==> config.mk <==
export PLATFORM = sky130hd
export DESIGN_NAME = hl7_message_stream_validator_flat
export DESIGN_NICKNAME = d
export VERILOG_FILES = /design/src/design/hl7v_pkg.sv /design/src/design/hl7v_if.sv /design/src/design/hl7v_cfg.sv /design/src/design/hl7v_core.sv /design/src/design/hl7_message_stream_validator.sv /design/src/flat_wrapper.sv
export SDC_FILE = /design/constraint.sdc
export NUM_CORES = 1
export LEC_CHECK = 0
export ABC_AREA = 1
export BUFFER_PORTS_ARGS = -buffer_cell sky130_fd_sc_hd__buf_2
export CAP_MARGIN = 0
export CORE_MARGIN = 3
export CORE_UTILIZATION = 41
export DETAILED_ROUTE_END_ITERATION = 8
export PLACE_DENSITY_LB_ADDON = 0.05
export SETUP_SLACK_MARGIN = 0.15
export SYNTH_ARGS = -nofsm -noshare
export SYNTH_HDL_FRONTEND = slang
export SYNTH_SLANG_ARGS = --single-unit
==> constraint.sdc <==
create_clock -name clk -period 4.7 [get_ports clk]
set_clock_uncertainty 0.05 [all_clocks]
set_input_delay 0.705 -clock clk [delete_from_list [all_inputs] [get_ports clk]]
set_output_delay 0.705 -clock clk [all_outputs]
set_load 0.02 [all_outputs]
==> src/design/hl7v_pkg.sv <==
package hl7v_pkg;

  localparam int LENGTH_BITS = 24;
  localparam int CFG_INDEX_BITS = 3;
  localparam int CFG_DATA_BITS = 24;

  localparam logic [7:0] MIN_HEADER_FIELDS = 8'd12;
  localparam logic [LENGTH_BITS-1:0] MIN_MESSAGE_LEN = LENGTH_BITS'(8);

  localparam logic [7:0] CHR_NUL = 8'h00;
  localparam logic [7:0] CHR_TAB = 8'h09;
  localparam logic [7:0] CHR_LF = 8'h0A;
  localparam logic [7:0] CHR_CR = 8'h0D;
  localparam logic [7:0] CHR_ESC = 8'h1B;
  localparam logic [7:0] CHR_SPACE = 8'h20;
  localparam logic [7:0] CHR_BAR = 8'h7C;
  localparam logic [7:0] CHR_M = 8'h4D;
  localparam logic [7:0] CHR_S = 8'h53;
  localparam logic [7:0] CHR_H = 8'h48;

  typedef logic [LENGTH_BITS-1:0] len_t;

  typedef enum logic [CFG_INDEX_BITS-1:0] {
    CFG_SIZE_LIMIT          = 3'd0,
    CFG_SEGMENT_LIMIT       = 3'd1,
    CFG_FIELD_LIMIT         = 3'd2,
    CFG_DROP_NULLS          = 3'd3,
    CFG_FIX_LINE_ENDS       = 3'd4,
    CFG_CHECK_HEADER_FIELDS = 3'd5
  } cfg_index_t;

  typedef enum logic [2:0] {
    ST_OK            = 3'd0,
    ST_EMPTY         = 3'd1,
    ST_TOO_LARGE     = 3'd2,
    ST_NO_HEADER     = 3'd3,
    ST_BAD_STRUCTURE = 3'd4,
    ST_BAD_CHAR      = 3'd5,
    ST_BAD_FIELDS    = 3'd6
  } status_t;

  typedef struct packed {
    logic [23:0] size_limit;
    logic [15:0] segment_limit;
    logic [15:0] field_limit;
    logic        drop_nulls;
    logic        fix_line_ends;
    logic        check_header_fields;
  } cfg_t;

  localparam cfg_t CFG_RESET = '{
    size_limit:          24'd1048576,
    segment_limit:       16'd1000,
    field_limit:         16'd1024,
    drop_nulls:          1'b1,
    fix_line_ends:       1'b1,
    check_header_fields: 1'b1
  };

  typedef struct packed {
    logic [7:0] data_byte;
    logic       no_byte;
    logic       last;
  } item_t;

  typedef struct packed {
    logic [7:0]  clean_byte;
    logic        clean_keep;
    logic        done_res;
    status_t     status;
    logic [23:0] error_position;
    logic [15:0] segment_total;
    logic [23:0] null_warnings;
    logic [23:0] message_length;
  } result_t;

  typedef struct packed {
    len_t        byte_counter;
    logic        length_over;
    logic [15:0] segment_counter;
    logic        segment_over;
    logic        prefix_good;
    logic        delimiter_good;
    logic        in_first_segment;
    logic [7:0]  header_field_counter;
    logic [15:0] current_field_length;
    logic [7:0]  long_field_number;
    logic        bad_char_found;
    len_t        bad_char_position;
    logic [23:0] null_counter;
    logic        previous_kept_cr;
  } msg_state_t;

  localparam msg_state_t MSG_CLEAR = '{
    byte_counter:         '0,
    length_over:          1'b0,
    segment_counter:      16'd1,
    segment_over:         1'b0,
    prefix_good:          1'b1,
    delimiter_good:       1'b1,
    in_first_segment:     1'b1,
    header_field_counter: 8'd1,
    current_field_length: 16'd0,
    long_field_number:    8'd0,
    bad_char_found:       1'b0,
    bad_char_position:    '0,
    null_counter:         24'd0,
    previous_kept_cr:     1'b0
  };

endpackage

==> src/design/hl7v_if.sv <==
interface hl7v_in_if;
  logic       valid;
  logic       ready;
  logic [7:0] data_byte;
  logic       no_byte;
  logic       last;

  modport source (output valid, data_byte, no_byte, last, input ready);
  modport sink (input valid, data_byte, no_byte, last, output ready);
endinterface

interface hl7v_out_if;
  logic        valid;
  logic        ready;
  logic [7:0]  clean_byte;
  logic        clean_keep;
  logic        done_res;
  logic [2:0]  status;
  logic [23:0] error_position;
  logic [15:0] segment_total;
  logic [23:0] null_warnings;
  logic [23:0] message_length;

  modport source (output valid, clean_byte, clean_keep, done_res, status, error_position,
                  segment_total, null_warnings, message_length, input ready);
  modport sink (input valid, clean_byte, clean_keep, done_res, status, error_position,
                segment_total, null_warnings, message_length, output ready);
endinterface

==> src/design/hl7v_cfg.sv <==
module hl7v_cfg (
  input  logic                                 clk,
  input  logic                                 rst,
  input  logic                                 cfg_we,
  input  logic [hl7v_pkg::CFG_INDEX_BITS-1:0]  cfg_index,
  input  logic [hl7v_pkg::CFG_DATA_BITS-1:0]   cfg_wdata,
  output hl7v_pkg::cfg_t                       cfg
);

  always_ff @(posedge clk) begin
    if (rst) begin
      cfg <= hl7v_pkg::CFG_RESET;
    end else if (cfg_we) begin
      case (hl7v_pkg::cfg_index_t'(cfg_index))
        hl7v_pkg::CFG_SIZE_LIMIT: begin
          cfg.size_limit <= cfg_wdata[23:0];
        end
        hl7v_pkg::CFG_SEGMENT_LIMIT: begin
          cfg.segment_limit <= cfg_wdata[15:0];
        end
        hl7v_pkg::CFG_FIELD_LIMIT: begin
          cfg.field_limit <= cfg_wdata[15:0];
        end
        hl7v_pkg::CFG_DROP_NULLS: begin
          cfg.drop_nulls <= cfg_wdata[0];
        end
        hl7v_pkg::CFG_FIX_LINE_ENDS: begin
          cfg.fix_line_ends <= cfg_wdata[0];
        end
        hl7v_pkg::CFG_CHECK_HEADER_FIELDS: begin
          cfg.check_header_fields <= cfg_wdata[0];
        end
        default: begin
        end
      endcase
    end
  end

endmodule

==> src/design/hl7v_core.sv <==
module hl7v_core (
  input  logic              clk,
  input  logic              rst,
  input  logic              advance,
  input  hl7v_pkg::cfg_t    cfg,
  input  hl7v_pkg::item_t   item,
  output hl7v_pkg::result_t result
);

  hl7v_pkg::msg_state_t msg_state;
  hl7v_pkg::msg_state_t msg_state_next;
  hl7v_pkg::msg_state_t upd;
  logic [7:0]           b;
  hl7v_pkg::len_t       pos;
  logic [16:0]          field_len_inc;
  logic                 ctrl_char;
  logic                 strip_null;
  logic                 keep;
  logic [7:0]           cb;
  hl7v_pkg::status_t    verdict;
  logic [23:0]          err_pos;

  assign b = item.data_byte;
  assign pos = msg_state.byte_counter;
  assign field_len_inc = {1'b0, msg_state.current_field_length} + 17'd1;
  assign ctrl_char = (b < hl7v_pkg::CHR_TAB) ||
                     ((b > hl7v_pkg::CHR_CR) && (b < hl7v_pkg::CHR_SPACE) &&
                      (b != hl7v_pkg::CHR_ESC));
  assign strip_null = (b == hl7v_pkg::CHR_NUL) && cfg.drop_nulls;

  // Fold one byte into the message state.
  always_comb begin
    upd = msg_state;
    keep = 1'b1;
    cb = b;
    if (!item.no_byte) begin
      if (((pos == hl7v_pkg::len_t'(0)) && (b != hl7v_pkg::CHR_M)) ||
          ((pos == hl7v_pkg::len_t'(1)) && (b != hl7v_pkg::CHR_S)) ||
          ((pos == hl7v_pkg::len_t'(2)) && (b != hl7v_pkg::CHR_H))) begin
        upd.prefix_good = 1'b0;
      end
      if ((pos == hl7v_pkg::len_t'(3)) && (b != hl7v_pkg::CHR_BAR)) begin
        upd.delimiter_good = 1'b0;
      end

      if (msg_state.in_first_segment && (b != hl7v_pkg::CHR_CR)) begin
        if (b == hl7v_pkg::CHR_BAR) begin
          if (msg_state.header_field_counter != 8'hFF) begin
            upd.header_field_counter = msg_state.header_field_counter + 8'd1;
          end
          upd.current_field_length = 16'd0;
        end else begin
          if ((field_len_inc > {1'b0, cfg.field_limit}) &&
              (msg_state.long_field_number == 8'd0)) begin
            upd.long_field_number = msg_state.header_field_counter;
          end
          upd.current_field_length = field_len_inc[16] ? 16'hFFFF : field_len_inc[15:0];
        end
      end

      if (b == hl7v_pkg::CHR_CR) begin
        upd.in_first_segment = 1'b0;
        if (msg_state.segment_counter == 16'hFFFF) begin
          upd.segment_over = 1'b1;
        end else begin
          upd.segment_counter = msg_state.segment_counter + 16'd1;
        end
      end

      if (ctrl_char) begin
        if (strip_null) begin
          if (msg_state.null_counter != 24'hFFFFFF) begin
            upd.null_counter = msg_state.null_counter + 24'd1;
          end
        end else if (!msg_state.bad_char_found) begin
          upd.bad_char_found = 1'b1;
          upd.bad_char_position = pos;
        end
      end

      // A dropped null leaves the CR-LF tracking untouched.
      if (strip_null) begin
        keep = 1'b0;
      end else if ((b == hl7v_pkg::CHR_LF) && cfg.fix_line_ends) begin
        if (msg_state.previous_kept_cr) begin
          keep = 1'b0;
        end else begin
          cb = hl7v_pkg::CHR_CR;
        end
        upd.previous_kept_cr = 1'b0;
      end else begin
        upd.previous_kept_cr = (b == hl7v_pkg::CHR_CR);
      end

      if (msg_state.byte_counter == '1) begin
        upd.length_over = 1'b1;
      end else begin
        upd.byte_counter = msg_state.byte_counter + hl7v_pkg::len_t'(1);
      end
    end
  end

  // Verdict in order of precedence, taken from the state after this byte.
  always_comb begin
    verdict = hl7v_pkg::ST_OK;
    err_pos = 24'd0;
    if ((upd.byte_counter == '0) && !upd.length_over) begin
      verdict = hl7v_pkg::ST_EMPTY;
    end else if (upd.length_over || (upd.byte_counter > cfg.size_limit)) begin
      verdict = hl7v_pkg::ST_TOO_LARGE;
    end else if ((upd.byte_counter < hl7v_pkg::MIN_MESSAGE_LEN) || !upd.prefix_good) begin
      verdict = hl7v_pkg::ST_NO_HEADER;
    end else if (!upd.delimiter_good) begin
      verdict = hl7v_pkg::ST_BAD_STRUCTURE;
    end else if (upd.segment_over || (upd.segment_counter > cfg.segment_limit)) begin
      verdict = hl7v_pkg::ST_BAD_STRUCTURE;
    end else if (upd.bad_char_found) begin
      verdict = hl7v_pkg::ST_BAD_CHAR;
      err_pos = upd.bad_char_position;
    end else if (cfg.check_header_fields) begin
      if (upd.header_field_counter < hl7v_pkg::MIN_HEADER_FIELDS) begin
        verdict = hl7v_pkg::ST_BAD_FIELDS;
      end else if (upd.long_field_number != 8'd0) begin
        verdict = hl7v_pkg::ST_BAD_FIELDS;
        err_pos = {16'd0, upd.long_field_number};
      end
    end
  end

  always_comb begin
    result = '0;
    result.status = hl7v_pkg::ST_OK;
    if (!item.no_byte) begin
      result.clean_byte = cb;
      result.clean_keep = keep;
    end
    if (item.last) begin
      result.done_res = 1'b1;
      result.status = verdict;
      result.error_position = err_pos;
      result.segment_total = upd.segment_counter;
      result.null_warnings = upd.null_counter;
      result.message_length = upd.byte_counter;
    end
    msg_state_next = item.last ? hl7v_pkg::MSG_CLEAR : upd;
  end

  always_ff @(posedge clk) begin
    if (rst) begin
      msg_state <= hl7v_pkg::MSG_CLEAR;
    end else if (advance) begin
      msg_state <= msg_state_next;
    end
  end

endmodule

==> src/design/hl7_message_stream_validator.sv <==
// Byte stream validator and sanitizer for HL7 messages. It takes one byte per
// transaction on msg and gives one transaction on res for every one it takes, after
// the input register and then the result register, and while res is not stalled it
// sustains one byte per clock cycle: the message state in the core is updated by a
// single step of compares and counter increments between the input register and
// the result register. The verdict fields are valid only when done_res is high, on
// the item marked last; otherwise they read zero. Configuration writes on cfg_we
// take effect at once and should be made only while no message is in flight.
module hl7_message_stream_validator (
  input  logic                                 clk,
  input  logic                                 rst,
  hl7v_in_if.sink                              msg,
  hl7v_out_if.source                           res,
  input  logic                                 cfg_we,
  input  logic [hl7v_pkg::CFG_INDEX_BITS-1:0]  cfg_index,
  input  logic [hl7v_pkg::CFG_DATA_BITS-1:0]   cfg_wdata
);

  hl7v_pkg::cfg_t    cfg;
  hl7v_pkg::item_t   in_item;
  hl7v_pkg::result_t core_res;
  hl7v_pkg::result_t out_res;
  logic              in_valid;
  logic              out_valid;
  logic              advance;
  logic              take;

  assign advance = in_valid && (!out_valid || res.ready);
  assign msg.ready = !in_valid || advance;
  assign take = msg.valid && msg.ready;

  hl7v_cfg u_cfg (
    .clk       (clk),
    .rst       (rst),
    .cfg_we    (cfg_we),
    .cfg_index (cfg_index),
    .cfg_wdata (cfg_wdata),
    .cfg       (cfg)
  );

  hl7v_core u_core (
    .clk     (clk),
    .rst     (rst),
    .advance (advance),
    .cfg     (cfg),
    .item    (in_item),
    .result  (core_res)
  );

  always_ff @(posedge clk) begin
    if (rst) begin
      in_valid <= 1'b0;
      out_valid <= 1'b0;
    end else begin
      if (take) begin
        in_valid <= 1'b1;
      end else if (advance) begin
        in_valid <= 1'b0;
      end
      if (advance) begin
        out_valid <= 1'b1;
      end else if (res.ready) begin
        out_valid <= 1'b0;
      end
    end
  end

  always_ff @(posedge clk) begin
    if (take) begin
      in_item <= '{data_byte: msg.data_byte, no_byte: msg.no_byte, last: msg.last};
    end
    if (advance) begin
      out_res <= core_res;
    end
  end

  assign res.valid = out_valid;
  assign res.clean_byte = out_res.clean_byte;
  assign res.clean_keep = out_res.clean_keep;
  assign res.done_res = out_res.done_res;
  assign res.status = out_res.status;
  assign res.error_position = out_res.error_position;
  assign res.segment_total = out_res.segment_total;
  assign res.null_warnings = out_res.null_warnings;
  assign res.message_length = out_res.message_length;

endmodule

==> src/flat_wrapper.sv <==
// flat-port wrapper written by rule: the top's interface ports become plain ports
module hl7_message_stream_validator_flat 
  (clk, rst, cfg_we, cfg_index, cfg_wdata, msg_valid, msg_data_byte, msg_no_byte, msg_last, msg_ready, res_valid, res_clean_byte, res_clean_keep, res_done_res, res_status, res_error_position, res_segment_total, res_null_warnings, res_message_length, res_ready);
  hl7v_in_if msg_i ();
  hl7v_out_if res_i ();
  input  logic clk;
  input  logic rst;
  input  logic cfg_we;
  input  logic [hl7v_pkg::CFG_INDEX_BITS-1:0] cfg_index;
  input  logic [hl7v_pkg::CFG_DATA_BITS-1:0] cfg_wdata;
  input wire logic [$bits(msg_i.valid)-1:0] msg_valid;
  input wire logic [$bits(msg_i.data_byte)-1:0] msg_data_byte;
  input wire logic [$bits(msg_i.no_byte)-1:0] msg_no_byte;
  input wire logic [$bits(msg_i.last)-1:0] msg_last;
  output wire logic [$bits(msg_i.ready)-1:0] msg_ready;
  output wire logic [$bits(res_i.valid)-1:0] res_valid;
  output wire logic [$bits(res_i.clean_byte)-1:0] res_clean_byte;
  output wire logic [$bits(res_i.clean_keep)-1:0] res_clean_keep;
  output wire logic [$bits(res_i.done_res)-1:0] res_done_res;
  output wire logic [$bits(res_i.status)-1:0] res_status;
  output wire logic [$bits(res_i.error_position)-1:0] res_error_position;
  output wire logic [$bits(res_i.segment_total)-1:0] res_segment_total;
  output wire logic [$bits(res_i.null_warnings)-1:0] res_null_warnings;
  output wire logic [$bits(res_i.message_length)-1:0] res_message_length;
  input wire logic [$bits(res_i.ready)-1:0] res_ready;
  assign msg_i.valid = msg_valid;
  assign msg_i.data_byte = msg_data_byte;
  assign msg_i.no_byte = msg_no_byte;
  assign msg_i.last = msg_last;
  assign msg_ready = msg_i.ready;
  assign res_valid = res_i.valid;
  assign res_clean_byte = res_i.clean_byte;
  assign res_clean_keep = res_i.clean_keep;
  assign res_done_res = res_i.done_res;
  assign res_status = res_i.status;
  assign res_error_position = res_i.error_position;
  assign res_segment_total = res_i.segment_total;
  assign res_null_warnings = res_i.null_warnings;
  assign res_message_length = res_i.message_length;
  assign res_i.ready = res_ready;
  hl7_message_stream_validator u_core (.clk(clk), .rst(rst), .msg(msg_i), .res(res_i), .cfg_we(cfg_we), .cfg_index(cfg_index), .cfg_wdata(cfg_wdata));
endmodule
After elaboration in Yosys (flattened, before gate mapping)
Index checks and enable logic that the tools add are counted.

Output and inout port bits: 103. Register bits after elaboration: 299.

Bitwise gates (word level): 2. Muxes and demuxes: 52. Equality and inequality tests: 23. Add/subtract/negate cells: 5. Reductions and logical operators: 48. Order comparisons: 8.

Operators by type and width (count): $mux W127 (2); $mux W24 (10); $mux W92 (1); $mux W8 (10); $mux W49 (1); $add A24 B1 Y24 const B (2); $eq A24 B2 Y1 const B (2); $logic_not A24 Y1 (2); $mux W16 (3); $mux W32 (1); $ne A8 B7 Y1 const B (4); $mux W3 (9); $mux W25 (1); $eq A24 B1 Y1 const B (1); $eq A24 B24 Y1 const B (1); $gt A24 B24 Y1 (1); $lt A24 B4 Y1 const B (1); $ne A24 B24 Y1 const B (1); $add A16 B1 Y17 const B (1); $gt A17 B16 Y1 (1); $mux W17 (1); $add A16 B1 Y16 const B (1); $eq A16 B16 Y1 const B (1); $eq A8 B4 Y1 const B (2); 28 further kinds (78).

Longest topological paths before layout
Depth after elaboration: 18. Mapped depth: 28.

Modules after synthesis
A second synthesis with hierarchy kept.

Cell total of the unflattened synthesis: 2175. Area, all modules: 16276.9 um^2.

Modules (own cells, without submodules): hl7v_core (instances 1, sequential area each 2542.4 um^2, area an instance 10418.7 um^2, cells an instance 1703); hl7_message_stream_validator (instances 1, sequential area each 3373.2 um^2, area an instance 3424.5 um^2, cells an instance 123); hl7v_cfg (instances 1, sequential area each 1181.1 um^2, area an instance 2433.6 um^2, cells an instance 349).

Least setup slack after synthesis
OpenSTA, ideal clock, no wires.

Kind: input-to-reg. Start point: input res_ready. End point: register u_core.out_res (netlist bit u_core.res.clean_byte[0]), enable pin. Stages: 4. Arrival time: 2955 ps. Setup slack: 642 ps. Buffers on the path: 0. Library setup time: 1053 ps. Path through: inv_1 > nand2_1 > nand2_1 > clkinv_1.

Longest elaborated chain between the ends: 2.

RTL lines: start, declared (RTL line flat_wrapper.sv:25) `input wire logic [$bits(res_i.ready)-1:0] res_ready;`; $logic_or A1 B1 Y1 (RTL line hl7_message_stream_validator.sv:28) `assign advance = in_valid && (!out_valid || res.ready);`; $logic_and A1 B1 Y1 (RTL line hl7_message_stream_validator.sv:28); named net u_core.advance (RTL line hl7_message_stream_validator.sv:25) `logic advance;`; end signal, assigned (RTL line hl7_message_stream_validator.sv:73) `out_res <= core_res;`; end, declared (RTL line hl7_message_stream_validator.sv:22) `hl7v_pkg::result_t out_res;`.

The timed path passes the listed nets, and every way through them passes these cells. A chain may end at the register's enable or synchronous reset.

==> impl_results.md <==
- First DRT Iteration DRCs: 851
- CP Launch Point: u_core.u_core.pos[0]
- CP Buf/Inv Count: 2
- R2R cell count: 22
- Fin Setup TNS: 0 ns
- Cell area power density: 327.5 mW/mm^2
- Fill cell count: 3847
- Seq cells post-synth: 299
- Final Cycle Share: 0.8753
- Crit Reg-Reg Startpoint: u_core.u_core.pos[0]
- Initial antenna violation count: 0
- Total wire length: 44800 um
- Crit path time final: 4.114 ns
- Die area: 0.04090 mm^2
- Max stage delay on crit path: 0.49 ns
- Most frequent cells in the layout: 452 x nand2_1, 250 x inv_1, 211 x a21oi_1, 188 x dfxtp_1, 184 x nor2_1
- Clock slew at reported path FFs: 0.06 ns
- Largest net degree at the start of global routing: 85
- CTS buffer count: 36
- Nets: 2262
- Clock power frac: 0.442
- CTS root buffer: clkbuf_16
- Most common cell after layout, fill and taps aside: nand2_1
- Static Leak: 7.412 nW
- Syn_area_per_cell: 7.755 um^2
- Worst Setup EP: u_core.res.error_position[8]
- Fin. Hold Viols: 0
- Drt first pass iters: 6
- Placed cells: 2629
- Worst path top cell family by delay: simple AND/OR/NAND/NOR gates
- Net switching power: 0.001501 W
- Final setup viols: 0
- Fmax achieved: 243.1 MHz
- Slowest stage cell, crit path: dfxtp_1
- CP Cell Sequence: ha_1 -> nand3_2 -> nor2_4 -> nand2_2 -> nor2_4 -> nand2_2 -> nand2_4 -> o21ai_1 -> nand2_1 -> inv_1 -> ha_1 -> nand4_1 -> nor3_1 -> o211ai_1 -> nand4_1 -> nand2_1 -> nand2_1 -> inv_1 -> nand3_4 -> nor2_4 -> nand2_8 -> nor2_1
- Die width: 202.2 um
- Worst-Margin Slew: 1.037 ns
- Crit. path cell count: 22
- Mapped Cells: 2036
- Adder-Cell Fraction of Synth Area: 0.05072
- Area delta synth->final: 14.49%
- Footprint of the multi-input gates: 0.007396 mm^2
- Max-slew violation count: 0
- Antenna viol nets, final: 0
- Maximum fanout along the worst path: 16
- Via count: 13610
- Worst-case clock buffer depth: 3
- WHS: 0.3009 ns
- GRT overflow: 0
- Setup Buffers After CTS: 0
- Post-synthesis net count: 2142
- Switching power share of the total: 0.2535
- CTS sink cnt: 299
- Share of layout cells above drive strength 1: 0.1444
- Seq/Total Area, Yosys: 0.4495
- CTS tree: built
- Crit start category: flip-flop
- Starting Density: 0.4172
- WL/cell: 16.63 um
- CP Capture Type: flip-flop
- Post-Synth XOR/XNOR Area: 0.02885
- I/O Pins: 145
- Number of gates resized after CTS: 0
- Reg area: 0.007097 mm^2
- Crit path kind: reg2reg
- Main combinational cell family by area after synthesis: simple AND/OR/NAND/NOR gates
- RSZ-0062 raised after global routing: false
- Netlist cell types: 51
- Total Power: 0.005921 W
- # DRC: 0
- GRT Overall Usage: 0.2165
- Worst hold path startpoint: msg_last
- Comb power frac: 0.086
- Global-route wire length before repair: 70380 um
- PortBufs: 144
- Worst min path class: in2reg
- R2R Setup Slk: 0.59 ns
- CP required: 4.92 ns
- Syn Std Cell Area: 0.01579 mm^2
- Post-synthesis mux area share: 0.001268
- Row Count: 71
- DPL Wire Length: 32470 um
- Clk Latency, worst-skew pair: 0.54 ns
- Status: complete, no violations
- Max Cap Viol: 0
- CTS H-tree lvls: 2
- Drt via density: 5.054
- Ys Warns: 0
- GP Congestion: 0.9462
- Max_slew headroom: 0.3088
- Reg2Reg Capture Point: u_core.res.error_position[8]
- Simple-gate share of the synthesized area: 0.2619
- Worst VDD drop: 0.2229 mV
- Synth Area in Compound Gates: 0.1233
- Sequential share of power: 0.472
- Via count of the first global-routing pass: 12940
- Crit path arrival time: 4.34 ns
- Die extent in y: 202.2 um
- Internal Power: 0.004420 W
- Fin cells: 2693
- Cts hold-fix bufs: 0
- Diodes inserted: 0
- Core area: 0.03784 mm^2
metal layers:
| metal | vias to the layer above | global-route usage | wire length [um] |
|---|---|---|---|
| met1 | 6340 | 0.2955 | 20880 |
| met3 | 61 | 0.03189 | 2062 |
| met4 | 0 | 0.06954 | 1188 |
| met2 | 290 | 0.3551 | 20670 |
| li1 | 6920 | - | - |
| met5 | - | 0 | 0 |
stage by stage:
step           setup WS (ns)  area (um^2)    util
2_1_floorplan         0.6422        15790       -
3_3_place_gp          0.5399        16960  0.4480
3_5_place_dp          0.4303        16960  0.4480
4_1_cts               0.3930        18050  0.4771
5_1_grt               0.1490        18080  0.4777
6_report              0.5862        18080  0.4777
worst reg2reg max path, stage by stage (launching register included):
cell and delay [ns]:
dfxtp_1 0.49, ha_1 0.40, nand3_2 0.19, nor2_4 0.21
nand2_2 0.09, nor2_4 0.12, nand2_2 0.10, nand2_4 0.11
o21ai_1 0.09, nand2_1 0.13, inv_1 0.10, ha_1 0.31
nand4_1 0.10, nor3_1 0.34, o211ai_1 0.19, nand4_1 0.12
nand2_1 0.06, nand2_1 0.08, inv_1 0.09, nand3_4 0.15
nor2_4 0.07, nand2_8 0.19, nor2_1 0.08
synth_stat cells, drive strengths merged:
library cell	number	area [um^2]
o22ai	7	43.79
nor4	13	81.33
a2bb2oi	1	8.760
nand2	472	1834
a21boi	1	7.510
xnor2	12	105.1
buf	13	87.58
nand4	41	271.5
o31ai	1	7.510
o21bai	2	15.01
edfxtp	111	3333
or3b	1	8.760
or2	29	181.4
nand3	91	525.5
mux2i	2	20.02
xor2	40	350.3
nand3b	1	7.510
clkbuf	61	229.0
inv	266	998.4
ha	64	800.8
dfxtp	188	3764
a21oi	211	1056
o211ai	15	112.6
clkinv	5	18.77
nor3	47	319.1
and2	2	12.51
o21ai	122	614.3
a31oi	3	18.77
a21o	1	7.510
a221o	1	10.01
and3	2	12.51
o21a	3	22.52
nor2	204	880.8
a211oi	3	22.52
power groups by stage:
stage               Combinational, W  Clock [W]  Sequential, W
global route                0.000566    0.00280        0.00280
CTS                         0.000513    0.00270        0.00279
floorplan                   0.000285          0        0.00289
global placement            0.000507          0        0.00285
finish                      0.000509    0.00262        0.00279
detailed placement          0.000511          0        0.00285
state kept, by name (all words and copies together), names as in the netlist:
register,count
u_core.u_core.pos,24
u_core.in_valid,1
u_core.res.clean_byte,8
u_core.res.message_length,24
u_core.in_item,10
u_core.u_cfg.cfg,59
u_core.res.valid,1
u_core.res.segment_total,16
u_core.u_core.msg_state,103
u_core.res.done_res,1
u_core.res.status,3
u_core.res.error_position,24
u_core.res.null_warnings,24
u_core.res.clean_keep,1
layout make-up:
| class | instances | share of cell area |
|---|---|---|
| clock buffers | 49 | 0.05655 |
| clock inverters | 15 | 0.004291 |
| inverters | 271 | 0.05641 |
| multi-input cells | 1392 | 0.4091 |
| flip-flops and latches | 299 | 0.3926 |
| well taps | 511 | 0.03537 |
| repair buffers | 156 | 0.04568 |
worst min path at each step:
stage	to	cells past startpoint
floorplan	u_core.u_cfg.cfg[10]	2
global placement	u_core.u_core.msg_state[84]	2
detailed placement	u_core.u_core.msg_state[32]	2
CTS	u_core.in_item[0]	1
global route	u_core.in_item[6]	1
finish	u_core.in_item[0]	1
cell families after synthesis:
kind of cell,count (synthesis)
compound gates,371
xor+xnor,52
fa+ha+maj,64
buf+inv,345
flops,299
mux,2
simple gates,903
Power figures use the tool's default switching activity.
